[src/hdl/pts_pkg.sv]
// Shared types and constants for the periodic task scheduler.
package pts_pkg;

   localparam int TIME_W = 64;
   localparam int KIND_W = 4;
   localparam int STATUS_W = 3;

   localparam int DEF_MAX_TASKS = 64;
   localparam int DEF_MAX_GROUPS = 32;
   localparam int DEF_LEVEL_BITS = 16;

   // Item kinds.
   typedef enum logic [KIND_W-1:0] {
      K_ADVANCE    = 4'd0,
      K_ADD_GROUP  = 4'd1,
      K_ADD_TASK   = 4'd2,
      K_CHANGE_IVL = 4'd3,
      K_TASK_ON    = 4'd4,
      K_TASK_OFF   = 4'd5,
      K_GROUP_ON   = 4'd6,
      K_GROUP_OFF  = 4'd7,
      K_REWIND     = 4'd8
   } kind_type;

   // Result status codes.
   typedef enum logic [STATUS_W-1:0] {
      ST_OK       = 3'd0,
      ST_FULL     = 3'd1,
      ST_NO_TASK  = 3'd2,
      ST_NO_GROUP = 3'd3,
      ST_ZERO_IVL = 3'd4
   } status_type;

   // Operations broadcast to the task cells.
   typedef enum logic [2:0] {
      OP_NONE,
      OP_ADD,
      OP_SET_DUE,
      OP_SET_IVL,
      OP_SET_ON,
      OP_REWIND
   } op_type;

   // Command word seen by every cell in the same cycle.
   typedef struct packed {
      op_type op;
      logic   on_val;   // new enable for OP_SET_ON
      logic   upd_due;  // OP_SET_IVL also loads the due time
      logic   fetch;    // chain carries the addressed task instead of the best one
   } cell_cmd_type;

endpackage

[src/hdl/pts_cell.sv]
// One task entry of the scheduler chain with its ranking stage.
module pts_cell import pts_pkg::*; #(
   parameter int CELL_IDX   = 0,
   parameter int TIW        = 6,
   parameter int TCW        = 7,
   parameter int GIW        = 5,
   parameter int LEVEL_BITS = DEF_LEVEL_BITS
) (
   input  logic                         clock,
   input  cell_cmd_type                 cmd,
   input  logic [TIW-1:0]               target,
   input  logic [TCW-1:0]               count,
   input  logic [TIME_W-1:0]            wr_due,
   input  logic [TIME_W-1:0]            wr_ivl,
   input  logic [GIW-1:0]               wr_group,
   input  logic signed [LEVEL_BITS-1:0] wr_glevel,
   input  logic signed [LEVEL_BITS-1:0] wr_tlevel,
   input  logic                         in_valid,
   input  logic [TIME_W-1:0]            in_due,
   input  logic [TIME_W-1:0]            in_origin,
   input  logic [TIME_W-1:0]            in_ivl,
   input  logic [GIW-1:0]               in_group,
   input  logic signed [LEVEL_BITS-1:0] in_glevel,
   input  logic                         in_on,
   input  logic signed [LEVEL_BITS-1:0] in_tlevel,
   input  logic [TIW-1:0]               in_idx,
   output logic                         out_valid,
   output logic [TIME_W-1:0]            out_due,
   output logic [TIME_W-1:0]            out_origin,
   output logic [TIME_W-1:0]            out_ivl,
   output logic [GIW-1:0]               out_group,
   output logic signed [LEVEL_BITS-1:0] out_glevel,
   output logic                         out_on,
   output logic signed [LEVEL_BITS-1:0] out_tlevel,
   output logic [TIW-1:0]               out_idx
);

   localparam logic [TIW-1:0] MY_IDX = TIW'(CELL_IDX);

   logic [TIME_W-1:0]            due_ff, origin_ff, ivl_ff;
   logic [GIW-1:0]               group_ff;
   logic signed [LEVEL_BITS-1:0] glevel_ff, tlevel_ff;
   logic                         on_ff;

   logic                         valid_ff;
   logic [TIME_W-1:0]            odue_ff, oorigin_ff, oivl_ff;
   logic [GIW-1:0]               ogroup_ff;
   logic signed [LEVEL_BITS-1:0] oglevel_ff, otlevel_ff;
   logic                         oon_ff;
   logic [TIW-1:0]               oidx_ff;

   logic live, hit, ahead, take_own;

   assign live = (TCW'(CELL_IDX) < count);
   assign hit  = (target == MY_IDX);

   // Entry storage, written by the broadcast command.
   always_ff @(posedge clock) begin
      unique case (cmd.op)
         OP_ADD: begin
            if (hit) begin
               due_ff    <= wr_due;
               origin_ff <= wr_due;
               ivl_ff    <= wr_ivl;
               group_ff  <= wr_group;
               glevel_ff <= wr_glevel;
               tlevel_ff <= wr_tlevel;
               on_ff     <= 1'b1;
            end
         end
         OP_SET_DUE: begin
            if (hit) due_ff <= wr_due;
         end
         OP_SET_IVL: begin
            if (hit) begin
               ivl_ff <= wr_ivl;
               if (cmd.upd_due) due_ff <= wr_due;
            end
         end
         OP_SET_ON: begin
            if (hit) on_ff <= cmd.on_val;
         end
         OP_REWIND: begin
            if (live) due_ff <= origin_ff;
         end
         default: ;
      endcase
   end

   // This entry strictly outranks the incoming candidate; ties go to the lower slot.
   always_comb begin
      if (due_ff != in_due)             ahead = (due_ff < in_due);
      else if (glevel_ff != in_glevel)  ahead = (glevel_ff > in_glevel);
      else if (group_ff != in_group)    ahead = (group_ff < in_group);
      else                              ahead = (tlevel_ff > in_tlevel);
   end

   assign take_own = live && (cmd.fetch ? hit : (!in_valid || ahead));

   // Candidate stage handed to the next cell.
   always_ff @(posedge clock) begin
      if (take_own) begin
         valid_ff   <= 1'b1;
         odue_ff    <= due_ff;
         oorigin_ff <= origin_ff;
         oivl_ff    <= ivl_ff;
         ogroup_ff  <= group_ff;
         oglevel_ff <= glevel_ff;
         oon_ff     <= on_ff;
         otlevel_ff <= tlevel_ff;
         oidx_ff    <= MY_IDX;
      end else begin
         valid_ff   <= in_valid;
         odue_ff    <= in_due;
         oorigin_ff <= in_origin;
         oivl_ff    <= in_ivl;
         ogroup_ff  <= in_group;
         oglevel_ff <= in_glevel;
         oon_ff     <= in_on;
         otlevel_ff <= in_tlevel;
         oidx_ff    <= in_idx;
      end
   end

   assign out_valid  = valid_ff;
   assign out_due    = odue_ff;
   assign out_origin = oorigin_ff;
   assign out_ivl    = oivl_ff;
   assign out_group  = ogroup_ff;
   assign out_glevel = oglevel_ff;
   assign out_on     = oon_ff;
   assign out_tlevel = otlevel_ff;
   assign out_idx    = oidx_ff;

endmodule

[config.mk]
export PLATFORM = sky130hd
export DESIGN_NAME = pts_cell
export DESIGN_NICKNAME = d
export VERILOG_FILES = /design/src/hdl/pts_pkg.sv /design/src/hdl/pts_cell.sv
export SDC_FILE = /design/constraint.sdc
export NUM_CORES = 1
export LEC_CHECK = 0
export ABC_AREA = 1
export ABC_CLOCK_PERIOD_IN_PS = 7200
export BUFFER_PORTS_ARGS = -buffer_cell sky130_fd_sc_hd__buf_2
export CAP_MARGIN = 5
export CORE_AREA = 8 8 248 250
export CTS_BUF_LIST = sky130_fd_sc_hd__clkbuf_8
export DETAILED_ROUTE_END_ITERATION = 16
export DIE_AREA = 0 0 256 258
export GPL_ROUTABILITY_DRIVEN = 0
export PLACE_DENSITY = 0.59
export SLEW_MARGIN = 25
export SYNTH_ARGS = -nofsm -noshare
export SYNTH_HDL_FRONTEND = slang
export SYNTH_SLANG_ARGS = --single-unit
[constraint.sdc]
create_clock -name clock -period 7.2 [get_ports clock]
set_input_delay 1.08 -clock clock [delete_from_list [all_inputs] [get_ports clock]]
set_output_delay 1.08 -clock clock [all_outputs]
set_load 0.01 [all_outputs]
==> impl_metrics.yaml, run 1 <==
run_status:
  outcome: "complete, no violations"
timing:
  setup-violations-final: 0
  grt_setup_unrepaired: "false"
  finalHoldViolCount: 0
  finalCritPeriodShare_pct: 59.4
  fin_ws_ns: 2.92
  final_max_slew_viol_count: 0
  skew_ns: 0.0448
  finalSetupTns_ns: 0
  period_needed_ns: 4.28
  timing.fmax_ghz: 0.234
  slew_headroom_pct: 37.7
  worstMarginPinSlew_ns: 0.934
yosys:
  syn-num-nets: 2318
  seq_area_frac_synth_pct: 62.3
  netlist_area_mm2: 0.0187
  synth-xor-area-share_pct: 0
  synth_fa_ha_area_share_pct: 6.76
  synthFlopType: "dfxtp_1"
  avgSynthCellArea_um2: 10.4
  ys_ff_latch: 467
  yosysWarnings: 0
  synth_largest_area_cell: "edfxtp_1"
  synth-edff-count: 230
  synth_compound_area_share_pct: 2.23
  synth.area.top_cells: "edfxtp_1 37%, dfxtp_1 25%, nand2_1 11%"
  yosysUniqueCellTypes: 30
  synth_cells: 1795
  synthArstFlopShare_pct: 0
  yosysTopAreaCellShare_pct: 36.9
  yosys.area_share.simple_pct: 19.4
  synthMuxAreaShare_pct: 3.85
  synth_top_family_by_area: "simple AND/OR/NAND/NOR gates"
floorplanning:
  die-area_mm2: 0.0660
  row_count: 88
  fp.dieW_um: 256
  coreArea_mm2: 0.0574
  start_util_pct: 32.6
  pin_count: 659
  die_h_um: 258
critical_path:
  crit_arrival_ns: 4.86
  cpLargestDelayFamily: "simple AND/OR/NAND/NOR gates"
  path_common_cell: "nand2_1"
  r2r_setup_slack_ns: 3.03
  worst_path_max_delay_cell: "nand2_8"
  critPathMaxFanout: 114
  cp_cell_sequence: "buf_2 -> inv_1 -> ha_1 -> nand4_1 -> nor2_1 -> nand2_1 -> nor2_1 -> nand2_1 -> nand3_1 -> nor2_1 -> a21oi_2 -> nand2_8 -> nand2_8 -> buf_12 -> nand2_1 -> nand2_1"
  cp-end-kind: "flop"
  rr_worst_depth: 14
  cp.required_ns: 7.79
  max_stage_delay_ns: 0.64
  cp.depth: 16
  critPathKind: "primary input to flop"
  critPathLaunchType: "primary input"
  critPathBufInv: 3
place:
  hpwl_um: 47400
  io_buffers: 658
  dp_slack_ns: 2.16
route:
  vias_per_cell: 4.58
  drt-total-wl_um: 63000
  vias: 15200
  drt-initial-drc-count: 894
  postRouteAntennaNets: 0
  first_pass_iters: 5
  wire_per_inst_um: 18.9
  drc: 0
global_routing:
  grt_pass1_wl_um: 94300
  antenna_found_initial: 33
  grt_start_max_net_pins: 115
  grt_pass1_vias: 15900
  grt_usage_pct: 18.2
  gr-total-overflow: 0
power:
  switching_share_pct: 26.3
  p_int_mw: 4.42
  combinationalPowerShare_pct: 11.1
  clkPwrFrac_pct: 39.5
  p_per_area_mw_per_mm2: 246
  power.leakage_nw: 12.0
  switchingPower_mw: 1.57
  ir_drop_uv: 187
  power_frac_seq_pct: 49.4
cts:
  cts_tree: "yes"
  cts_hold_buffers: 0
  clkSinkCount: 467
  cts_setup_buffers: 0
  clock_latency_ns: 0.65
  cts-root-buf: "clkbuf_8"
  cts-buffers-inserted: 82
  cts.path.max_buffers: 3
  cts-resized-gates: 0
  htreeDepth: 3
  clkTransAtPathRegs_ns: 0.07
layout:
  drive_gt1_share_pct: 34.0
  nets: 2990
  n_fill_cell: 5616
  final-seq-area_mm2: 0.0117
  area_growth_pct: 30.2
  multi_input_area_mm2: 0.00610
worst_hold_path:
  whs_path_depth: 2
  hp-class: "flop to flop"
job:
  maxCapViolations: 0
-- cells in the final DEF, fill, tap and decap left out, types with 5 or more instances in the layout --
| master | n |
|---|---|
| buf_2 | 658 |
| nand2_1 | 561 |
| nand3_1 | 245 |
| dfxtp_1 | 237 |
| edfxtp_1 | 230 |
| inv_1 | 170 |
| ha_1 | 101 |
| clkbuf_8 | 92 |
| mux2_2 | 64 |
| a21oi_1 | 42 |
| nor2_1 | 37 |
| diode_2 | 26 |
| clkinv_2 | 13 |
| o21ai_0 | 11 |
| buf_4 | 9 |
| nand4_1 | 7 |
| a21boi_0 | 6 |
| nor3_1 | 5 |
| clkinv_1 | 5 |
-- flip-flops by register name, indices dropped and copies added (netlist names) --
name and flops:
due_ff 64, glevel_ff 16, group_ff 5, ivl_ff 64, on_ff 1, origin_ff 64, out_due 64, out_glevel 16
out_group 5, out_idx 6, out_ivl 64, out_on 1, out_origin 64, out_tlevel 16, out_valid 1, tlevel_ff 16
-- tightest hold or removal path: cells and delay by family (launching register included) --
kind,cells,cell delay [ns]
flip-flops,1,0.34
AND/OR/NAND/NOR,2,0.13
-- kinds of logic (layout without fill, tap and decap cells) --
| logic type | Yosys count | after routing |
|---|---|---|
| other | 0 | 26 |
| muxes | 64 | 64 |
| DFF | 467 | 467 |
| and+or+nand+nor | 869 | 869 |
| buffers and inverters | 220 | 961 |
| AOI/OAI and AO/OA | 74 | 74 |
| adders and majority gates | 101 | 101 |
-- final timing paths --
check          startpoint            end
max reg2reg    due_ff[63]    out_due[17]
min reg2reg  glevel_ff[3]  out_glevel[3]
max            in_due[61]    out_due[17]
min          glevel_ff[3]  out_glevel[3]
-- synthesized netlist by cell type (all sizes together), types with 6 or more instances --
cell type and n:
a21oi 44, buf 67, o21ai 12, nand3 245, dfxtp 237, inv 135
nand2 564, nor2 39, edfxtp 230, a21boi 6, ha 101, mux2 64
clkbuf 17, nand4 7
-- power groups by stage --
stage / sequential, mW / clock [mW] / combinational, mW
6_report: 2.96 / 2.37 / 0.665
4_1_cts: 2.96 / 2.44 / 0.676
5_1_grt: 2.97 / 2.55 / 0.738
3_5_place_dp: 3.02 / 0 / 0.673
2_1_floorplan: 3.07 / 0 / 0.277
3_3_place_gp: 3.02 / 0 / 0.663
-- area by class of cell --
cell class,count,share of cell area (%)
Sequential cell,467,47.9
Multi-Input combinational cell,1108,25.1
Timing Repair Buffer,672,14.2
Clock buffer,92,5.20
Tap cell,765,3.93
Inverter,136,2.10
Clock inverter,61,1.33
Antenna cell,26,0.267
-- routing by layer --
layer	part of all wire (%)	vias up	global-route usage (%)
met5	0.13	-	0
met4	3.2	12	8.91
met3	7.0	121	5.06
met2	50	576	30.4
met1	40	7154	21.4
li1	-	7368	-
-- through the flow --
stage	area [um2]	std cells	utilization, %	hold WS (ns)	power [mW]
2_1_floorplan	18700	1795	-	0.446	3.34
3_3_place_gp	22600	3146	39.4	0.451	3.68
3_5_place_dp	22700	3148	39.5	0.458	3.69
4_1_cts	24300	3301	42.3	0.463	6.08
5_1_grt	24300	3324	42.4	0.484	6.26
6_report	24300	3327	42.4	0.464	5.99
No activity file was read; power rests on OpenSTA's default activity.
==> inputs of run 2 (changes only) <==
--- a/config.mk
+++ b/config.mk
@@ -6,7 +6,7 @@
 export NUM_CORES = 1
 export LEC_CHECK = 0
 export ABC_AREA = 1
-export ABC_CLOCK_PERIOD_IN_PS = 7200
+export ABC_CLOCK_PERIOD_IN_PS = 3600
 export BUFFER_PORTS_ARGS = -buffer_cell sky130_fd_sc_hd__buf_2
 export CAP_MARGIN = 5
 export CORE_AREA = 8 8 248 250
==> constraint.sdc (replaced) <==
create_clock -name clock -period 3.6 [get_ports clock]
set_input_delay 0.54 -clock clock [delete_from_list [all_inputs] [get_ports clock]]
set_output_delay 0.54 -clock clock [all_outputs]
set_load 0.01 [all_outputs]
==> run 2 against run 1 <==
Utilization up 4.1 points. Critical path depth unchanged. Wire length up 4.7%. Global-route usage is 1.1 points higher. Non-clock buffer count grew 227. Combinational power rose by 140%. Register-to-register slack got worse by 2.3 ns. Clock skew shrank 0.0063 ns. Largest cell class unchanged.
==> impl_metrics.yaml, run 2 (synthesis results as in run 1) <==
route:
  vias: 16300
  drc: 0
  drt-initial-drc-count: 800
  wire_per_inst_um: 18.6
  first_pass_iters: 6
  postRouteAntennaNets: 0
  vias_per_cell: 4.59
  drt-total-wl_um: 65900
timing:
  whs_ns: 0.0827
  skew_ns: 0.0385
  setup-violations-final: 0
  finalCritPeriodShare_pct: 80.9
  finalSetupTns_ns: 0
  timing.fmax_ghz: 0.343
  finalHoldViolCount: 0
  fin_ws_ns: 0.687
  final_max_slew_viol_count: 0
  grt_setup_unrepaired: "false"
  slew_headroom_pct: 55.6
  period_needed_ns: 2.91
  worstMarginPinSlew_ns: 0.667
critical_path:
  path_common_cell: "nor2_1"
  critPathKind: "primary input to flop"
  critPathBufInv: 5
  cpLargestDelayFamily: "buffers and inverters"
  crit_arrival_ns: 3.46
  cp_cell_sequence: "dlygate4sd3_1 -> buf_2 -> inv_1 -> ha_1 -> nand4_1 -> nor2_1 -> nand2_1 -> nor2_1 -> nand2_1 -> nand3_1 -> nor2_1 -> a21oi_2 -> nand2_8 -> buf_12 -> buf_12 -> a21boi_0"
  critPathLaunchType: "primary input"
  cp-end-kind: "flop"
  critPathMaxFanout: 49
  max_stage_delay_ns: 0.54
  cp.required_ns: 4.15
  worst_path_max_delay_cell: "dlygate4sd3_1"
cts:
  cts-buffers-inserted: 82
  cts-root-buf: "clkbuf_8"
  cts.path.max_buffers: 3
  htreeDepth: 3
  cts_setup_buffers: 0
  cts_hold_buffers: 206
  clock_latency_ns: 0.67
  clkSinkCount: 467
  cts_tree: "yes"
  clkTransAtPathRegs_ns: 0.06
  cts-resized-gates: 0
layout:
  final_cell_mix: "658 x buf_2, 561 x nand2_1, 245 x nand3_1"
  multi_input_area_mm2: 0.00610
  layout_commonest_cell: "buf_2"
  final-seq-area_mm2: 0.0117
  nets: 3217
  n_fill_cell: 5305
  area_growth_pct: 42.9
  drive_gt1_share_pct: 31.7
global_routing:
  gr-total-overflow: 0
  grt_usage_pct: 19.2
  antenna_found_initial: 21
  grt_pass1_wl_um: 101000
  grt_start_max_net_pins: 139
  grt_pass1_vias: 17400
floorplanning:
  start_util_pct: 32.6
  coreArea_mm2: 0.0574
  die-area_mm2: 0.0660
  pin_count: 659
  fp.dieW_um: 256
  row_count: 88
  die_h_um: 258
place:
  dp_slack_ns: 0.464
  io_buffers: 658
  hpwl_um: 48600
power:
  p_per_area_mw_per_mm2: 458
  total_power_mw: 12.2
  power.leakage_nw: 13.1
  ir_drop_uv: 295
run_status:
  outcome: "complete, no violations"
worst_hold_path:
  hp-class: "primary input to flop"
job:
  maxCapViolations: 0
## run 2: cell count changes in the layout (fill, tap and decap cells not counted), moves of 2 or more
cell,delta
dlygate4sd3_1,+206
buf_12,+16
diode_2,-9
buf_4,+8
inv_1,+8
clkinv_2,-7
buf_16,-2
inv_6,-2
## run 2: worst paths after layout
path | startpoint | end | slack, ns | cells after the start
worst max-delay path | in_due[60] | out_idx[3] | 0.69 | 16
worst min-delay path | wr_glevel[4] | glevel_ff[4] | 0.08 | 1
worst max register to register | due_ff[18] | out_idx[3] | 0.72 | 14
worst min register to register | ivl_ff[12] | out_ivl[12] | 0.45 | 2
## run 2: through the flow
step | std cells | instance area [um2] | util [%]
floorplan | 1795 | 18700 | -
global placement | 3169 | 23000 | 40.1
finish | 3546 | 26700 | 46.6
detailed placement | 3169 | 23000 | 40.1
CTS | 3529 | 26700 | 46.5
global route | 3540 | 26700 | 46.6
## run 2: final cells by class
class	count	share of cell area, %
clock inverters	61	1.25
flip-flops and latches	467	43.6
clock buffers	93	4.79
well taps	765	3.58
multi-input cells	1108	22.8
inverters	136	1.91
diodes	17	0.159
repair buffers	899	21.9
## run 2: where the power goes
part / switching (mW) / internal, mW / total (mW) / leakage, nW
sequential: 0.0921 / 5.83 / 5.92 / 4.08
combinational: 0.841 / 0.730 / 1.57 / 8.02
clock: 2.22 / 2.53 / 4.74 / 0.981
total: 3.15 / 9.09 / 12.2 / 13.1
## run 2: routing by layer
metal	vias up	part of all wire, %	wire length (um)	GRT usage [%]
li1	7819	-	-	-
met1	7649	39	25900	22.0
met2	655	50	32900	33.3
met3	149	7.4	4900	5.43
met4	10	3.4	2230	8.66
met5	-	0.091	60	0
