<file path="config.mk">
export PLATFORM = sky130hd
export DESIGN_NAME = pts_divider
export DESIGN_NICKNAME = d
export VERILOG_FILES = /design/src/hdl/pts_pkg.sv /design/src/hdl/pts_divider.sv
export SDC_FILE = /design/constraint.sdc
export NUM_CORES = 1
export LEC_CHECK = 0
export ABC_AREA = 1
export BUFFER_PORTS_ARGS = -buffer_cell sky130_fd_sc_hd__buf_2
export CAP_MARGIN = 10
export CORE_MARGIN = 2
export CORE_UTILIZATION = 61
export DETAILED_ROUTE_END_ITERATION = 16
export PLACE_DENSITY = 0.82
export REMOVE_ABC_BUFFERS = 1
export SLEW_MARGIN = 25
export SYNTH_ARGS = -nofsm -noshare
export SYNTH_HDL_FRONTEND = slang
export SYNTH_SLANG_ARGS = --single-unit
</file>
<file path="constraint.sdc">
create_clock -name clock -period 19.8 [get_ports clock]
set_input_delay 0.99 -clock clock [delete_from_list [all_inputs] [get_ports clock]]
set_output_delay 0.99 -clock clock [all_outputs]
set_load 0.01 [all_outputs]
</file>
<file path="src/hdl/pts_pkg.sv">
// Shared types and constants for the periodic task scheduler.
package pts_pkg;

   localparam int TIME_W = 64;
   localparam int KIND_W = 4;
   localparam int STATUS_W = 3;

   localparam int DEF_MAX_TASKS = 64;
   localparam int DEF_MAX_GROUPS = 32;
   localparam int DEF_LEVEL_BITS = 16;

   // Item kinds.
   typedef enum logic [KIND_W-1:0] {
      K_ADVANCE    = 4'd0,
      K_ADD_GROUP  = 4'd1,
      K_ADD_TASK   = 4'd2,
      K_CHANGE_IVL = 4'd3,
      K_TASK_ON    = 4'd4,
      K_TASK_OFF   = 4'd5,
      K_GROUP_ON   = 4'd6,
      K_GROUP_OFF  = 4'd7,
      K_REWIND     = 4'd8
   } kind_type;

   // Result status codes.
   typedef enum logic [STATUS_W-1:0] {
      ST_OK       = 3'd0,
      ST_FULL     = 3'd1,
      ST_NO_TASK  = 3'd2,
      ST_NO_GROUP = 3'd3,
      ST_ZERO_IVL = 3'd4
   } status_type;

   // Operations broadcast to the task cells.
   typedef enum logic [2:0] {
      OP_NONE,
      OP_ADD,
      OP_SET_DUE,
      OP_SET_IVL,
      OP_SET_ON,
      OP_REWIND
   } op_type;

   // Command word seen by every cell in the same cycle.
   typedef struct packed {
      op_type op;
      logic   on_val;   // new enable for OP_SET_ON
      logic   upd_due;  // OP_SET_IVL also loads the due time
      logic   fetch;    // chain carries the addressed task instead of the best one
   } cell_cmd_type;

endpackage

</file>
<file path="src/hdl/pts_divider.sv">
// Bit-serial restoring divider that returns the remainder.
module pts_divider import pts_pkg::*; (
   input  logic              clock,
   input  logic              reset,
   input  logic              start,
   input  logic [TIME_W-1:0] dividend,
   input  logic [TIME_W-1:0] divisor,
   output logic              done,
   output logic [TIME_W-1:0] rem
);

   localparam int CW = $clog2(TIME_W + 1);

   logic [TIME_W-1:0] rem_ff, num_ff, den_ff;
   logic [CW-1:0]     cnt_ff;
   logic              busy_ff, done_ff;
   logic [TIME_W:0]   trial;
   logic [TIME_W-1:0] rem_in;

   // One quotient bit per cycle.
   always_comb begin
      trial = {rem_ff, num_ff[TIME_W-1]};
      if (trial >= {1'b0, den_ff}) rem_in = TIME_W'(trial - {1'b0, den_ff});
      else                         rem_in = trial[TIME_W-1:0];
   end

   always_ff @(posedge clock) begin
      if (reset) begin
         busy_ff <= 1'b0;
         done_ff <= 1'b0;
         cnt_ff  <= '0;
      end else begin
         done_ff <= 1'b0;
         if (start) begin
            busy_ff <= 1'b1;
            cnt_ff  <= '0;
            rem_ff  <= '0;
            num_ff  <= dividend;
            den_ff  <= divisor;
         end else if (busy_ff) begin
            rem_ff <= rem_in;
            num_ff <= {num_ff[TIME_W-2:0], 1'b0};
            cnt_ff <= cnt_ff + CW'(1);
            if (cnt_ff == CW'(TIME_W - 1)) begin
               busy_ff <= 1'b0;
               done_ff <= 1'b1;
            end
         end
      end
   end

   assign done = done_ff;
   assign rem  = rem_ff;

endmodule

</file>
==> metrics list, run 1 <==
- The total count of hold-check failures in the final report is 0.
- CTS Hold Bufs: 0
- The die covers approximately 25000 sq um.
- The tool flagged a number of max-cap violations equal to 0.
- GRT Resource Usage Total: between 30% and 40%
* Sum of net half-perimeters after detailed placement: 31000 um
- Once detail routing completed, the nets flagged for antenna violations numbered 0.
- After synthesis, the share of flip-flops with an asynchronous set or reset is 0%.
- Nature of the critical path endpoint: flip-flop
- The Yosys step of the flow raised 0 warnings.
* Fillers: slightly below 2000
- Vias after detailed routing: ~14000
- Worst-case vdd ir drop: just under 0.08 mV
- Post-route worst setup slack: approximately 16 ns
- Area growth from synthesis to layout: 13.4%
- Clock latency on the worst-skew pair, taken at its later pin, is roughly 0.53 ns.
- Pwr dens: between 80 and 90 nW/um^2
- The die is about 160 um tall.
- Aggregate routed wire length: between 40000 and 50000 um
- Switching fraction of total power: 34.3%
- Vias in the first global route: approximately 12000
* Combinational group share of total power: between 30% and 40%
* Max Freq: 0.241 GHz
* Clock period minus worst slack: roughly 4.1 ns
- At the pin with the least slew margin, the transition time is ~1.0 ns.
- Placeable core area: 23500 sq um
* Ports placed on the boundary: about 200
- Post-synthesis cell type with the largest combined area: sky130_fd_sc_hd__edfxtp_1
* Gpl congestion: 0.986
- In this run the clock root is driven by a sky130_fd_sc_hd__clkbuf_16.
* Max transition margin: a little over 30%
- Max clock buf depth: 3
- Share of the cycle needed by the critical path after routing: about a fifth
- Sum of negative setup slack: 0 ns
- Initial antenna violation count: 0
- Number of nets in the final layout: between 2000 and 3000
* DRC violation count after routing: 0
- Width of the die: roughly 160 um
- Sequential cell fraction of total power: about two fifths
* CTS tree: built
- CTS saw ~200 sinks.
* Routed len/inst: between 15 and 20 um
- In this run the core area contains 56 standard-cell rows.
- STA classifies the critical path startpoint as an input port.
* Overall power after layout: 1340 uW
* Initial DRC count: 1262
- For the worst setup path, the data arrival time is approximately 4.3 ns.
* CTS Buf Count: 22
- Post-Layout Inst Area: ~17000 sq um
- Clk pin slew, worst setup/hold paths: roughly 0.060 ns
- 0 antenna diodes ended up in the layout.
* Share of cells above drive strength 1: 11.5%
- Synthesis instantiated 35 different standard cells from the library.
* Area share of the largest cell type after synthesis: approximately two fifths
- Required time of the critical path: ~20 ns
* Number of endpoints failing setup at the final stage: 0
- Number of gates resized after CTS: 0
- Clock skew: 0.0168 ns
- Drt pass-1 iters: 6
* Class of the worst hold path: reg -> reg
* Gate count after technology mapping: 2130
- Counting flops with a built-in enable in the synthesized netlist gives 192.
* Global-route congestion overflow total: 0
* Top cells by area, synth: sky130_fd_sc_hd__edfxtp_1, sky130_fd_sc_hd__nand2_1, sky130_fd_sc_hd__inv_1
- Post-Synthesis Mean Instance Area: 6.84 sq um
* Vias per cell: just over 5
- OpenSTA, run right after detailed placement, puts the worst setup slack at roughly 15 ns.
- Setup repair after global routing left no endpoint under its margin.
- Total of flip-flops plus latches after synthesis: approximately 200
- Post-CTS Setup Repair Bufs: 0
* Final hold slack: 0.499 ns
- Input and output buffers added on the ports amount to 195.
- Summed over all nets, the switching power comes to about 460 uW.
- Power share of the clock group: a little under a third
- Max Slew Vio Count: 0
- Summing the sequential cell areas from Yosys gives 40.8% of the chip area.
- The first global-routing pass estimated about 63000 um of wire.
- Effective utilization at floorplan: roughly 62%
- Maximum number of pins on one net before global-route repair: 68
- Summed instance area of the synthesized netlist: roughly 15000 sq um
- Yosys instantiated no cell more often than sky130_fd_sc_hd__nand2_1.
- The critical path is of the in -> reg type.
- The internal power of the cells totals 880 uW.
- Area post-placement: around 16000 sq um
* P_leak: a little over 0.009 uW
* Level count of the clock H-tree: 1
* Flip-flop cell with the highest count after synthesis: sky130_fd_sc_hd__edfxtp_1
- Across all register-to-register paths, the minimum setup slack is approximately 16 ns.
- CP Max Fanout: 67
- The flow ran to the end, and the final reports show no timing, DRC or antenna violations.
* Ranking of synthesized cells by instance count: sky130_fd_sc_hd__nand2_1, sky130_fd_sc_hd__inv_1, sky130_fd_sc_hd__nor2_1, sky130_fd_sc_hd__edfxtp_1, sky130_fd_sc_hd__ha_1
[worst paths after layout]
kind	start	to	depth (start not counted)
worst max register to register	rem[23]$_SDFFCE_PP0P_	rem[59]$_SDFFCE_PP0P_	17
worst min register to register	cnt_ff[1]$_SDFFE_PP0P_	cnt_ff[1]$_SDFFE_PP0P_	2
worst max-delay path	start	rem[36]$_SDFFCE_PP0P_	6
worst min-delay path	cnt_ff[1]$_SDFFE_PP0P_	cnt_ff[1]$_SDFFE_PP0P_	2
[state kept, by name, summed over array words and instances, names as in the netlist]
register  flops
busy_ff       1
cnt_ff        7
den_ff       64
done          1
num_ff       64
rem          64
[cells in the final DEF (no fill, tap or decap), types with 3 or more instances in the layout]
| cell | n |
|---|---|
| sky130_fd_sc_hd__o21ai_0 | 7 |
| sky130_fd_sc_hd__clkbuf_1 | 5 |
| sky130_fd_sc_hd__nand2_1 | 899 |
| sky130_fd_sc_hd__ha_1 | 65 |
| sky130_fd_sc_hd__and2_1 | 4 |
| sky130_fd_sc_hd__edfxtp_1 | 192 |
| sky130_fd_sc_hd__clkbuf_8 | 5 |
| sky130_fd_sc_hd__nor2_2 | 9 |
| sky130_fd_sc_hd__nand4_1 | 7 |
| sky130_fd_sc_hd__inv_2 | 9 |
| sky130_fd_sc_hd__clkinv_1 | 3 |
| sky130_fd_sc_hd__nor4_1 | 9 |
| sky130_fd_sc_hd__nor3_1 | 17 |
| sky130_fd_sc_hd__xor2_1 | 29 |
| sky130_fd_sc_hd__nand3_1 | 62 |
| sky130_fd_sc_hd__buf_2 | 195 |
| sky130_fd_sc_hd__clkbuf_16 | 22 |
| sky130_fd_sc_hd__dfxtp_1 | 9 |
| sky130_fd_sc_hd__inv_1 | 409 |
| sky130_fd_sc_hd__a21oi_1 | 47 |
| sky130_fd_sc_hd__nor2_1 | 225 |
| sky130_fd_sc_hd__nand3b_1 | 63 |
| sky130_fd_sc_hd__buf_4 | 6 |
| sky130_fd_sc_hd__and3_1 | 3 |
| sky130_fd_sc_hd__nand2_2 | 6 |
[critical path: stages]
cell	delay, ns
sky130_fd_sc_hd__buf_2	0.08
sky130_fd_sc_hd__buf_4	0.49
sky130_fd_sc_hd__clkinv_2	0.84
sky130_fd_sc_hd__a21oi_4	0.36
sky130_fd_sc_hd__buf_4	0.63
sky130_fd_sc_hd__buf_4	0.85
[power by group through the flow]
stage | sequential [uW] | clock [uW] | combinational, uW
2_1_floorplan | 541 | 0 | 271
3_3_place_gp | 533 | 0 | 390
3_5_place_dp | 534 | 0 | 398
4_1_cts | 526 | 409 | 402
5_1_grt | 529 | 425 | 456
6_report | 526 | 406 | 407
[cells by family after synthesis]
group           synth area share, %
fa+ha+maj                      5.72
flops                          40.8
simple gates                   37.4
compound gates                 1.92
xor+xnor                       1.86
buf+inv                        12.3
[stage by stage]
stage	instances	util [%]
3_3_place_gp	2610	67.3
4_1_cts	2649	70.3
5_1_grt	2649	70.3
2_1_floorplan	2090	-
3_5_place_dp	2610	67.3
6_report	2649	70.3
[layout make-up]
class                           instances  area (sq um)  area share, %
Multi-Input combinational cell       1469          6840           41.4
Sequential cell                       201          5950           36.0
Inverter                              420          1580           9.57
Timing Repair Buffer                  201          1020           6.18
Clock buffer                           32           638           3.86
Tap cell                              319           399           2.42
Clock inverter                          7          83.8          0.508
[metal layers]
metal	wire length [um]	up-vias	GRT usage [%]
li1	-	6860	-
met1	17600	6101	42.7
met2	18900	484	54.8
met3	2660	73	4.74
met4	1400	0	10.5
met5	0	-	0
Note: power is estimated with default switching activity, not from simulation.
==> inputs of run 2 (changes only) <==
--- a/config.mk
+++ b/config.mk
@@ -9,9 +9,9 @@
 export BUFFER_PORTS_ARGS = -buffer_cell sky130_fd_sc_hd__buf_2
 export CAP_MARGIN = 10
 export CORE_MARGIN = 2
-export CORE_UTILIZATION = 61
+export CORE_UTILIZATION = 59
 export DETAILED_ROUTE_END_ITERATION = 16
-export PLACE_DENSITY = 0.82
+export PLACE_DENSITY = 0.79
 export REMOVE_ABC_BUFFERS = 1
 export SLEW_MARGIN = 25
 export SYNTH_ARGS = -nofsm -noshare
==> constraint.sdc (replaced) <==
create_clock -name clock -period 4.2 [get_ports clock]
set_input_delay 0.21 -clock clock [delete_from_list [all_inputs] [get_ports clock]]
set_output_delay 0.21 -clock clock [all_outputs]
set_load 0.01 [all_outputs]
==> run 2 against run 1 <==
Effect of this change:
- global-route usage increased by 6.7 points
- first-iteration DRC count increased by 50%
- worst hold slack got worse by 0.35 ns
- sequential power increased to 4.7 times the previous value
- critical path type is now reg -> reg
- highest routed layer unchanged
==> metrics list, run 2 (same netlist as run 1, synthesis figures left out) <==
- Worst-case vdd ir drop: 0.396 mV (+400%)
- In this run the worst setup path terminates at rem[3]$_SDFFCE_PP0P_.
- The wire length of the first global-routing pass came to 79200 um (+25%).
* Aggregate routed wire length: 50900 um (+25%)
* Clock skew: 0.0131 ns (-0.00372 ns)
* Sum of net half-perimeters after detailed placement: 33400 um (+7.9%)
- Crit Path Class: reg -> reg
- Overall power after layout: 6490 uW (+380%)
- The clock transition at the registers of the reported paths is 0.07 ns (about the same).
- Share of the cycle needed by the critical path after routing: approximately 83%
* Most frequent CP cell: sky130_fd_sc_hd__nand2_1
* Width of the die: 161 um (+1.6%)
* Max clock buf depth: 3 (unchanged)
- The required time of the worst setup path was 4.57 ns (-15.37 ns).
- Cell at the slowest stage of the critical path: sky130_fd_sc_hd__inv_4
* Sum of negative setup slack: 0 ns (unchanged)
- Maximum number of pins on one net before global-route repair: 67 (-1.5%)
* Ports placed on the boundary: 196 (unchanged)
* Worst path top cell family by delay: simple AND/OR/NAND/NOR gates
- Worst flop-to-flop path startpoint: rem[3]$_SDFFCE_PP0P_
* Worst hold start: start
- The post-detailed-route wirelength per cell came to 18.3 um (+19%).
- The initial standard-cell utilization of the core came to 60.1% (-2.0 points).
- Vias in the first global route: 14800 (+19%)
- The count of antenna-violating nets left after detailed routing was 0 (unchanged).
- TritonCTS built the clock tree.
- The total power density per cell area came to 364 nW/um^2 (+350%).
- The total count of hold-check failures in the final report came to 0 (unchanged).
* RSZ-0062 raised after global routing: no
- After layout, the minimum clock period comes to approximately 3.5 ns.
- The data arrival at the endpoint of the critical path is 3.85 ns (-0.44 ns).
* Post-Place Worst Slack: 0.942 ns (-14.14 ns)
- The H-tree level count is 1 (unchanged).
- The top cell types in the final layout, fill and taps aside, are sky130_fd_sc_hd__nand2_1, sky130_fd_sc_hd__inv_1, sky130_fd_sc_hd__nor2_1, sky130_fd_sc_hd__buf_2, sky130_fd_sc_hd__edfxtp_1.
* Global-route congestion overflow total: 0 (unchanged)
- CP Max Fanout: 63 (-6.0%)
* Area post-placement: 15800 sq um (+0.26%)
- Post-route worst setup slack: 0.717 ns (-14.94 ns)
* Crit. Startpoint: rem[3]$_SDFFCE_PP0P_
- The delay of the slowest cell on the worst path was 0.58 ns (-0.27 ns).
- The total number of vias was 15000 (+11%).
- # rows: 57 (+1.8%)
- Number of nets in the final layout: 2645 (+5.3%)
- The number of iterations in the first detailed-routing pass is 6 (unchanged).
- Worst Tran Pin Value: 0.852 ns (-0.193 ns)
- Crit start category: flip-flop
- Critical-path cell list: ha_1 > nand2_1 > nand2_1 > inv_1 > nand2_1 > nand2_1 > nand3_2 > nand2_1 > nand2_2 > nand2_2 > nand2_2 > nand2_4 > nand2_4 > inv_4 > nor2_1 > nor2_1
- Clk Latency, worst-skew pair: 0.54 ns (about the same)
* Share of cells above drive strength 1: 11.0% (-0.51 points)
- Placeable core area: 24200 sq um (+3.3%)
- Max Slew Vio Count: 0 (unchanged)
- Reported max-cap violation count: 0 (unchanged)
* Sum of buffers and inverters on the critical path: 2 (-3)
- The fill cell total of the finished layout was 1814 (-6.5%).
* Depth of the worst register-to-register path: 16 (-1)
- Class of the worst hold path: in -> reg
* Gpl congestion: 1.01 (+2.0%)
- P_leak: 0.00969 uW (+6.0%)
* Stages on the worst setup path: 16 (+10)
- The average vias per placed instance was 5.37 (+5.2%).
* Number of gates resized after CTS: 0 (unchanged)
- The global-route total usage across every layer is 39.0% (+6.7 points).
- DRC violation count after routing: 0 (unchanged)
* Antenna Diode Count: 0 (unchanged)
* Run status: finished clean
* Max Freq: between 0.2 and 0.3 GHz
- Initial antenna violation count: 0 (unchanged)
* Max transition margin: 43.2% (+13 points)
- Endpoint of the lowest-slack register-to-register path: rem[3]$_SDFFCE_PP0P_
- CTS Sinks: 201 (unchanged)
- The initial detailed-routing violation count is 1889 (+50%).
- The core occupancy in the finished layout was 73.5% (+3.1 points).
* Root buffer cell: sky130_fd_sc_hd__clkbuf_16
- The number of buffers created by CTS was 22 (unchanged).
- Post-Layout Inst Area: 17800 sq um (+7.9%)
- Number of endpoints failing setup at the final stage: 0 (unchanged)
* Number of buffers inserted by port buffering: 195 (unchanged)
* DIE HEIGHT: 161 um (+1.6%)
- The area growth from synthesis to layout is 22.3%.
* Nature of the critical path endpoint: flip-flop
- The area of the die is 26000 sq um (+3.3%).
* Most common cell after layout, fill and taps aside: sky130_fd_sc_hd__nand2_1
* Flop2flop setup slack: 0.72 ns (-15.43 ns)
## run 2: area by class of cell
cell class	instances	area, sq um	share of cell area, %
clock buffers	33	612	3.43
well taps	324	405	2.28
inverters	420	1580	8.87
clock inverters	7	60.1	0.337
flip-flops and latches	201	5950	33.4
multi-input cells	1469	6840	38.4
repair buffers	334	2370	13.3
## run 2: worst min-delay path by stage
| stage | end | cells past startpoint | slack [ns] |
|---|---|---|---|
| final | den_ff[7]$_DFFE_PP_ | 3 | 0.15 |
| after floorplan | done$_SDFF_PP0_ | 1 | 0.29 |
| after global placement | den_ff[45]$_DFFE_PP_ | 1 | 0.39 |
| after detailed placement | den_ff[17]$_DFFE_PP_ | 1 | 0.39 |
| after CTS | den_ff[6]$_DFFE_PP_ | 3 | 0.25 |
| after global routing | den_ff[6]$_DFFE_PP_ | 3 | 0.15 |
## run 2: repair_timing
action,in CTS,in global routing
setup buffers,0,0
hold endpoints to repair,129,0
hold buffers,129,0
## run 2: layer usage
metal  track usage (%)  up-vias  wire (um)
li1                  -     7121          -
met1              48.9     6703      19700
met2              67.9      981      24300
met3              6.32      164       4740
met4              14.7        0       2180
met5                 0        -          0
## run 2: power breakdown
group | switching (uW) | internal [uW]
logic | 1390 | 717
clock network | 869 | 1020
registers | 92.5 | 2400
total | 2350 | 4140
## run 2: metrics by stage
step	hold slack, ns	std cells
2_1_floorplan	0.287	2090
3_3_place_gp	0.386	2618
3_5_place_dp	0.388	2618
4_1_cts	0.246	2787
5_1_grt	0.146	2788
6_report	0.150	2788
## run 2: worst min-delay path, cell delays in order
cell and delay (ns):
sky130_fd_sc_hd__buf_2 0.12, sky130_fd_sc_hd__clkinv_2 0.08, sky130_fd_sc_hd__nor2_4 0.09
